<file path="src/sv/tksrg_pkg.sv">
// Shared request codes, trip causes, register indexes and default widths for the risk gate.
package tksrg_pkg;

    localparam int DEF_POS_WIDTH  = 32;
    localparam int DEF_PNL_WIDTH  = 48;
    localparam int DEF_TIME_WIDTH = 48;

    localparam int REQ_W   = 3;
    localparam int CAUSE_W = 2;
    localparam int CODE_W  = 8;
    localparam int CFG_IDX_W = 2;

    typedef logic [REQ_W-1:0]     req_t;
    typedef logic [CAUSE_W-1:0]   cause_t;
    typedef logic [CODE_W-1:0]    code_t;
    typedef logic [CFG_IDX_W-1:0] cfg_idx_t;

    localparam req_t REQ_UPDATE  = 3'd0;
    localparam req_t REQ_ORDER   = 3'd1;
    localparam req_t REQ_CONFIRM = 3'd2;
    localparam req_t REQ_RESET   = 3'd3;
    localparam req_t REQ_KILL    = 3'd4;

    localparam cause_t CAUSE_NONE     = 2'd0;
    localparam cause_t CAUSE_DRAWDOWN = 2'd1;
    localparam cause_t CAUSE_MANUAL   = 2'd2;

    localparam cfg_idx_t CFG_MAX_LOSS      = 2'd0;
    localparam cfg_idx_t CFG_MAX_POSITION  = 2'd1;
    localparam cfg_idx_t CFG_STALE_TIMEOUT = 2'd2;

endpackage

</file>
<file path="src/sv/trading_kill_switch_risk_gate.sv">
// Top level of the pre-trade risk gate with a latched kill switch.
// A request is held in the input register, then its result in the result register.
// Throughput: one request per cycle while out_ready does not stall; state is updated in the same
// cycle the result is registered. A waiting result stalls the input only once the input register
// also holds a request. Reset (rst_n low, asynchronous) clears the kill latch, flatten flag,
// cause, code, held position, last update time, all configuration registers and both valid flags.
module trading_kill_switch_risk_gate
    import tksrg_pkg::*;
#(
    parameter int POS_WIDTH  = DEF_POS_WIDTH,
    parameter int PNL_WIDTH  = DEF_PNL_WIDTH,
    parameter int TIME_WIDTH = DEF_TIME_WIDTH
)
(
    input  logic                         clk,
    input  logic                         rst_n,

    input  logic                         cfg_we,
    input  logic [CFG_IDX_W-1:0]         cfg_index,
    input  logic [((TIME_WIDTH > PNL_WIDTH-1) ?
                   ((TIME_WIDTH > POS_WIDTH-1) ? TIME_WIDTH : POS_WIDTH-1) :
                   ((PNL_WIDTH-1 > POS_WIDTH-1) ? PNL_WIDTH-1 : POS_WIDTH-1))-1:0] cfg_data,

    input  logic                         in_valid,
    output logic                         in_ready,
    input  logic [REQ_W-1:0]             req_type,
    input  logic signed [POS_WIDTH-1:0]  position,
    input  logic signed [PNL_WIDTH-1:0]  booked_pnl,
    input  logic signed [PNL_WIDTH-1:0]  open_pnl,
    input  logic signed [POS_WIDTH-1:0]  size_delta,
    input  logic [TIME_WIDTH-1:0]        timestamp_ms,
    input  logic                         require_flatten,
    input  logic [CODE_W-1:0]            reason_code,

    output logic                         out_valid,
    input  logic                         out_ready,
    output logic                         order_allowed,
    output logic                         halted,
    output logic                         killed,
    output logic                         must_flatten,
    output logic [CAUSE_W-1:0]           trip_cause,
    output logic [CODE_W-1:0]            trip_code
);

    logic [PNL_WIDTH-2:0]  max_loss_reg;
    logic [POS_WIDTH-2:0]  max_position_reg;
    logic [TIME_WIDTH-1:0] stale_timeout_reg;

    logic                  v1_reg;
    req_t                  req_reg;
    logic [POS_WIDTH-1:0]  pos_reg;
    logic [PNL_WIDTH-1:0]  rpnl_reg;
    logic [PNL_WIDTH-1:0]  upnl_reg;
    logic [POS_WIDTH-1:0]  delta_reg;
    logic [TIME_WIDTH-1:0] now_reg;
    logic                  flat_reg;
    code_t                 reason_reg;

    logic                  kill_reg;
    logic                  kill_next;
    logic                  flatten_reg;
    logic                  flatten_next;
    logic [POS_WIDTH-1:0]  held_pos_reg;
    logic [POS_WIDTH-1:0]  held_pos_next;
    logic [TIME_WIDTH-1:0] last_time_reg;
    logic [TIME_WIDTH-1:0] last_time_next;
    cause_t                cause_reg;
    cause_t                cause_next;
    code_t                 code_reg;
    code_t                 code_next;

    logic                  out_valid_reg;
    logic                  allowed_reg;
    logic                  allowed_next;
    logic                  halted_reg;
    logic                  halted_next;

    logic                  advance;
    logic                  in_xfer;

    logic [PNL_WIDTH+1:0]  loss_sum;
    logic                  drawdown_hit;
    logic [POS_WIDTH:0]    new_pos;
    logic [POS_WIDTH:0]    new_mag;
    logic                  size_ok;
    logic [TIME_WIDTH-1:0] elapsed;
    logic                  stale;

    assign advance  = v1_reg && (!out_valid_reg || out_ready);
    assign in_ready = !v1_reg || advance;
    assign in_xfer  = in_valid && in_ready;

    // The loss limit check is done as realized + unrealized + max_loss <= 0.
    assign loss_sum = {{2{rpnl_reg[PNL_WIDTH-1]}}, rpnl_reg}
                    + {{2{upnl_reg[PNL_WIDTH-1]}}, upnl_reg}
                    + {3'b000, max_loss_reg};
    assign drawdown_hit = loss_sum[PNL_WIDTH+1] || (loss_sum == '0);

    assign new_pos = {held_pos_reg[POS_WIDTH-1], held_pos_reg}
                   + {delta_reg[POS_WIDTH-1], delta_reg};
    assign new_mag = new_pos[POS_WIDTH] ? (~new_pos + 1'b1) : new_pos;
    assign size_ok = new_mag <= {2'b00, max_position_reg};

    assign last_time_next = ((req_reg == REQ_UPDATE) || (req_reg == REQ_RESET)) ? now_reg
                                                                                 : last_time_reg;

    // Orders never change the last update time, so the post-request time serves both uses.
    assign elapsed = now_reg - last_time_next;
    always_comb
    begin
        if (last_time_next == '0)
            stale = 1'b1;
        else if (now_reg < last_time_next)
            stale = 1'b0;
        else
            stale = elapsed > stale_timeout_reg;
    end

    always_comb
    begin
        kill_next      = kill_reg;
        flatten_next   = flatten_reg;
        held_pos_next  = held_pos_reg;
        cause_next     = cause_reg;
        code_next      = code_reg;
        allowed_next   = 1'b0;
        unique case (req_reg)
            REQ_UPDATE:
            begin
                held_pos_next  = pos_reg;
                if (!kill_reg && drawdown_hit)
                begin
                    kill_next    = 1'b1;
                    flatten_next = 1'b1;
                    cause_next   = CAUSE_DRAWDOWN;
                    code_next    = '0;
                end
            end
            REQ_ORDER:
            begin
                allowed_next = !kill_reg && !stale && size_ok;
            end
            REQ_CONFIRM:
            begin
                flatten_next = 1'b0;
            end
            REQ_RESET:
            begin
                kill_next      = 1'b0;
                flatten_next   = 1'b0;
                cause_next     = CAUSE_NONE;
                code_next      = '0;
            end
            REQ_KILL:
            begin
                if (!kill_reg)
                begin
                    kill_next  = 1'b1;
                    cause_next = CAUSE_MANUAL;
                    code_next  = reason_reg;
                    if (flat_reg)
                        flatten_next = 1'b1;
                end
            end
            default:
            begin
                allowed_next = 1'b0;
            end
        endcase
        halted_next = kill_next || stale;
    end

    always_ff @(posedge clk or negedge rst_n)
    begin
        if (!rst_n)
        begin
            max_loss_reg      <= '0;
            max_position_reg  <= '0;
            stale_timeout_reg <= '0;
        end
        else if (cfg_we)
        begin
            unique case (cfg_index)
                CFG_MAX_LOSS:      max_loss_reg      <= cfg_data[PNL_WIDTH-2:0];
                CFG_MAX_POSITION:  max_position_reg  <= cfg_data[POS_WIDTH-2:0];
                CFG_STALE_TIMEOUT: stale_timeout_reg <= cfg_data[TIME_WIDTH-1:0];
                default:           max_loss_reg      <= max_loss_reg;
            endcase
        end
    end

    always_ff @(posedge clk or negedge rst_n)
    begin
        if (!rst_n)
            v1_reg <= 1'b0;
        else if (in_ready)
            v1_reg <= in_valid;
    end

    always_ff @(posedge clk)
    begin
        if (in_xfer)
        begin
            req_reg    <= req_type;
            pos_reg    <= position;
            rpnl_reg   <= booked_pnl;
            upnl_reg   <= open_pnl;
            delta_reg  <= size_delta;
            now_reg    <= timestamp_ms;
            flat_reg   <= require_flatten;
            reason_reg <= reason_code;
        end
    end

    always_ff @(posedge clk or negedge rst_n)
    begin
        if (!rst_n)
        begin
            kill_reg      <= 1'b0;
            flatten_reg   <= 1'b0;
            held_pos_reg  <= '0;
            last_time_reg <= '0;
            cause_reg     <= CAUSE_NONE;
            code_reg      <= '0;
        end
        else if (advance)
        begin
            kill_reg      <= kill_next;
            flatten_reg   <= flatten_next;
            held_pos_reg  <= held_pos_next;
            last_time_reg <= last_time_next;
            cause_reg     <= cause_next;
            code_reg      <= code_next;
        end
    end

    always_ff @(posedge clk or negedge rst_n)
    begin
        if (!rst_n)
            out_valid_reg <= 1'b0;
        else if (advance)
            out_valid_reg <= 1'b1;
        else if (out_ready)
            out_valid_reg <= 1'b0;
    end

    always_ff @(posedge clk)
    begin
        if (advance)
        begin
            allowed_reg <= allowed_next;
            halted_reg  <= halted_next;
        end
    end

    assign out_valid        = out_valid_reg;
    assign order_allowed    = allowed_reg;
    assign halted           = halted_reg;
    assign killed           = kill_reg;
    assign must_flatten     = flatten_reg;
    assign trip_cause       = cause_reg;
    assign trip_code        = code_reg;

endmodule

</file>
<file path="config.mk">
export PLATFORM = sky130hd
export DESIGN_NAME = trading_kill_switch_risk_gate
export DESIGN_NICKNAME = d
export VERILOG_FILES = /design/src/sv/tksrg_pkg.sv /design/src/sv/trading_kill_switch_risk_gate.sv
export SDC_FILE = /design/constraint.sdc
export NUM_CORES = 1
export LEC_CHECK = 0
export BUFFER_PORTS_ARGS = -buffer_cell sky130_fd_sc_hd__buf_4
export CAP_MARGIN = 20
export CORE_ASPECT_RATIO = 1.4
export CORE_MARGIN = 3
export CORE_UTILIZATION = 30
export DETAILED_ROUTE_END_ITERATION = 8
export GPL_ROUTABILITY_DRIVEN = 1
export GPL_TIMING_DRIVEN = 0
export REMOVE_ABC_BUFFERS = 1
export SETUP_SLACK_MARGIN = 0.15
export SLEW_MARGIN = 30
export SYNTH_ARGS = -nofsm -noshare
export SYNTH_HDL_FRONTEND = slang
export SYNTH_SLANG_ARGS = --single-unit
</file>
<file path="constraint.sdc">
create_clock -name clk -period 6.8 [get_ports clk]
set_input_delay 0.34 -clock clk [delete_from_list [all_inputs] [get_ports clk]]
set_output_delay 0.34 -clock clk [all_outputs]
set_load 0.05 [all_outputs]
</file>
# Yosys cells after proc, flatten, opt, wreduce, memory -nomap -nowiden
# Cells that the tools add are included.
# word_totals
regBits	442
out_inout_bits	16
word_cells	85
# op_classes
addsub	5
magnitude_cmp	3
n_eq_ne	9
n_mux	18
n_bitwise	1
reduce_logical	28
# op_table
cell	n
49-bit by 48-bit adder with 50-bit output	1
50-bit zero test	1
48-bit by 48-bit adder with 49-bit output	1
48-bit greater-than comparator	1
48-bit zero test	1
48-bit less-than comparator	1
48-bit 2-to-1 mux	1
48-bit subtractor	1
32-bit by 32-bit adder with 33-bit output	1
33-bit by 1-bit adder with 33-bit output (second input constant)	1
33-bit by 31-bit less-or-equal comparator with 1-bit output	1
33-bit 2-to-1 mux	1
33-bit NOT	1
8-bit case mux with 3 select lines	1
8-bit 2-to-1 mux	2
1-bit 2-to-1 mux	8
2-bit AND reduction	4
3-bit by 2-bit equality test with 1-bit output (second input constant)	2
1-bit case mux with 3 select lines	2
2-bit case mux with 3 select lines	1
3-bit nonzero test	2
1-bit logical AND	5
1-bit logical OR	5
5-bit AND reduction	1
other kinds (13)	18

# Depth between registers and ports, before layout
# depth
word_depth	10
ltp_mapped	34
depth_no_buf	31

# Least setup slack after synthesis
# OpenSTA, ideal clock, no wires.
# synth_path
kind	register to register
startpoint	register req_reg[0]
endpoint	register allowed_reg (netlist: order_allowed), data pin
arrival_ns	6.675
required_ns	6.540
setup_slack_ns	-0.134
path_stages_with_launch	31
path_cell_list	edfxtp_1 -> buf_2 -> xor2_1 -> nor2_1 -> clkbuf_1 -> clkbuf_1 -> buf_1 -> mux2i_1 -> ha_1 -> a21oi_1 -> o221ai_1 -> o311a_1 -> nor2_1 -> o21bai_1 -> a2111o_1 -> a41oi_1 -> o21bai_1 -> a21oi_1 -> o21ai_0 -> xor2_1 -> ha_1 -> and4_1 -> nand3_1 -> or3_1 -> nor3_1 -> o21ai_0 -> o21ai_0 -> a21oi_1 -> a311oi_1 -> a21oi_1 -> nor3b_1
# synth_between
elab_chain_len	10
# synth_rtl
item	line_no	rtl
start: declaration	trading_kill_switch_risk_gate.sv:50	req_t req_reg;
start signal: assignment	trading_kill_switch_risk_gate.sv:204	req_reg <= req_type;
3-bit by 2-bit equality test with 1-bit output or 3-bit zero test (tied branches)	trading_kill_switch_risk_gate.sv:104	assign last_time_next = ((req_reg == REQ_UPDATE) || (req_reg == REQ_RESET)) ? now_reg
1-bit logical OR	trading_kill_switch_risk_gate.sv:104	
48-bit 2-to-1 mux	trading_kill_switch_risk_gate.sv:104	
48-bit subtractor	trading_kill_switch_risk_gate.sv:108	assign elapsed = now_reg - last_time_next;
48-bit greater-than comparator	trading_kill_switch_risk_gate.sv:116	stale = elapsed > stale_timeout_reg;
1-bit 2-to-1 mux	trading_kill_switch_risk_gate.sv:113	else if (now_reg < last_time_next)
1-bit 2-to-1 mux	trading_kill_switch_risk_gate.sv:111	if (last_time_next == '0)
1-bit zero test	trading_kill_switch_risk_gate.sv:141	allowed_next = !kill_reg && !stale && size_ok;
1-bit logical AND (2 in a row)	trading_kill_switch_risk_gate.sv:141	
end signal: assignment	trading_kill_switch_risk_gate.sv:251	allowed_reg <= allowed_next;
end: declaration	trading_kill_switch_risk_gate.sv:73	logic allowed_reg;
# Several ways; a longest one is shown, not always the timed one.
# A chain may end at the register's enable or synchronous reset.

# Worst setup path after layout
# Ends and elaborated chain as after synthesis.

==> qor.yml <==
final_cell_area_um2: 35700
async_flop_share_pct: 49.8
critPathLaunchType: "flip-flop"
hpwlAfterDp_um: 64100
peakVddDrop_v: 0.000262
holdPathEnd: "v1_reg"
status: "finished, final reports clean"
synth_flop_cell: "edfxtp_1"
postPlaceCellArea_um2: 30600
first_global_vias: 21800
crit_fanout: 6
period_needed_ns: 6.61
r2r_setup_slack_ns: 0.19
clockBufferDepth: 3
timing.rr.start: "req_reg[0]"
ios: 291
coreArea_um2: 88400
synth-seq-cells: 442
die_w_um: 259
power_frac_seq_pct: 28.9
final_layout_size_suffix_gt1_share_pct: 22.6
maxCapViolCount: 0
drt_iter0_markers: 1071
worst_pin_slew_ns: 0.946
r2r-end: "order_allowed"
hold_viol_final: 0
routed.top_layer: "met4"
critPathKind: "reg2reg"
routed-wl-met3_um: 3970
clkTransAtPathRegs_ns: 0.06
end_kind: "flip-flop"
grt_pass1_wl_um: 128000
rows: 129
yosysWarnings: 0
hold-worst-slack_ns: 0.0461
overflow: 0
track_usage_pct: 17.8
fmax_mhz: 151
grt_max_degree: 74
htreeDepth: 2
dpl_worst_slack_ns: -1.39
ys_seq_area_share_pct: 45.4
p_total_w: 0.0122
switchingPower_w: 0.00481
critPathMaxStageDelay_ns: 0.48
slew_violations: 0
layout_common_cells: "buf_4 (319), dlygate4sd3_1 (250), edfxtp_1 (222)"
synth.avg_cell_area_um2: 11.0
fin_crit_sh_pct: 97.3
worstHoldStart: "out_ready"
cts_tree: "done"
rsz0062_at_grt: "true"
ff2ff_path_depth: 30
intPower_w: 0.00736
powerDensity_nw_per_um2: 341
cts-root-buf: "clkbuf_16"
initial_utilization_pct: 30.3
worstPathRequired_ns: 7.15
drt-met1-wl_um: 34400
hp-class: "in2reg"
globalplace.congestion: 0.908
ys_types: 86
syn_area_um2: 26800
setup_slack_ns: 0.185
cts_buffers: 50
syn_inst: 2439
die_h_um: 360
vias: 20800
drt-total-wl_um: 83400
ant_nets: 0
antenna_found_initial: 8
cts.sinks: 442
firstDrtPassIters: 5
clk_latency_ns: 0.62
nNetsFinal: 3532
setup_violations: 0
skew_ns: 0.0226
p_leak_nw: 14.9
dieArea_um2: 93000
slew_headroom_pct: 36.4
worstHoldPathCells: 3
combPwrFrac_pct: 48.1
via_per_inst: 4.91
wl_met2_um: 41500
syn_to_final_growth_pct: 33.0
cp_slowest_cell: "edfxtp_1"
clkPwrFrac_pct: 23.0
switching_share_pct: 39.5
final_common_cell: "buf_4"
synth_edf_count: 222
drc: 0
numPortBuffers: 290
drt-wirelength-per-cell_um: 19.7
crit_arrival_ns: 6.97
worst max path at each step:
stage,endpoint,depth (start not counted),from
after floorplan,order_allowed,27,req_reg[0]
after global placement,halted,26,req_reg[0]
after detailed placement,halted,26,req_reg[0]
after CTS,order_allowed,30,req_reg[1]
after global routing,order_allowed,30,req_reg[0]
final,order_allowed,30,req_reg[0]
Yosys cell counts (10+ instances only):
master | count | share of area (%)
edfxtp_1 | 222 | 25
dfrtp_1 | 220 | 21
ha_1 | 205 | 9.6
nand2_1 | 176 | 2.5
mux2_2 | 164 | 6.9
o21ai_0 | 163 | 3.0
a21oi_1 | 154 | 2.9
inv_1 | 127 | 1.8
nor2_1 | 120 | 1.7
xnor2_1 | 73 | 2.4
a21o_1 | 67 | 1.9
clkbuf_1 | 56 | 0.78
fa_1 | 50 | 3.7
mux2i_1 | 49 | 1.8
nand3_1 | 45 | 0.84
nand4_1 | 45 | 1.1
nor3_1 | 43 | 0.80
xor2_1 | 43 | 1.4
nor2b_1 | 28 | 0.65
nand2b_1 | 26 | 0.61
o21a_1 | 26 | 0.73
nor4_1 | 22 | 0.51
and3_1 | 21 | 0.49
a31oi_1 | 19 | 0.44
o211ai_1 | 19 | 0.53
a211oi_1 | 16 | 0.45
o21bai_1 | 15 | 0.42
or3_1 | 15 | 0.35
o31ai_1 | 14 | 0.39
o2111ai_1 | 13 | 0.42
buf_1 | 12 | 0.17
a211o_1 | 10 | 0.33
a22o_1 | 10 | 0.33
buf_2 | 10 | 0.19
critical path: cells and delay by family (launching register included):
family / cells / cell delay (ns)
adder cells (fa/ha/maj): 2 / 0.67
AO/OA/AOI/OAI: 15 / 2.68
buffers and inverters: 3 / 0.44
XOR/XNOR: 2 / 0.52
AND/OR/NAND/NOR: 7 / 1.35
flip-flops: 1 / 0.48
multiplexers: 1 / 0.21
power groups by stage:
stage                     Sequential, W  Combinational, W  Clock (W)
after global placement          0.00357           0.00538          0
final                           0.00351           0.00585    0.00280
after global routing            0.00357           0.00654    0.00300
after CTS                       0.00351           0.00576    0.00290
after floorplan                 0.00356           0.00391          0
after detailed placement        0.00356           0.00546          0
layout make-up:
cell class / count / area, µm²
diodes: 8 / 20.0
clock buffers: 64 / 1400
clock inverters: 30 / 317
fillers: 8555 / 52800
inverters: 127 / 477
multi-input cells: 1790 / 14400
flip-flops and latches: 442 / 12200
well taps: 1179 / 1480
repair buffers: 591 / 5370
what timing repair did:
action	4_1_cts	5_1_grt
resized for setup	71	42
hold buffers	250	0
pin swaps	18	20
setup buffers	16	8
setup endpoints to repair	2	2
hold endpoints to repair	441	0
cloned	1	0
stage by stage:
step	setup TNS [ns]	utilization (%)	std cells
2_1_floorplan	-4.17	-	2359
3_5_place_dp	-2.68	34.6	3854
4_1_cts	0	40.0	4215
6_report	0	40.3	4231
3_3_place_gp	-471.34	34.1	3828
5_1_grt	-0.148	40.3	4227
logic make-up after synthesis:
kind of cell | Yosys count | share of synthesized area (%)
flip-flops | 442 | 45.4
XOR/XNOR | 116 | 3.79
AND/OR/NAND/NOR | 591 | 10.9
buffers and inverters | 207 | 2.98
multiplexers | 213 | 8.72
AO/OA/AOI/OAI | 613 | 14.8
adder cells (fa/ha/maj) | 257 | 13.4
metal layers:
layer / vias to the layer above / global-route usage (%)
met5: - / 0
met4: 0 / 7.09
met3: 129 / 2.96
met2: 480 / 31.5
met1: 9966 / 21.5
li1: 10200 / -
(Power assumes the default switching activity.)
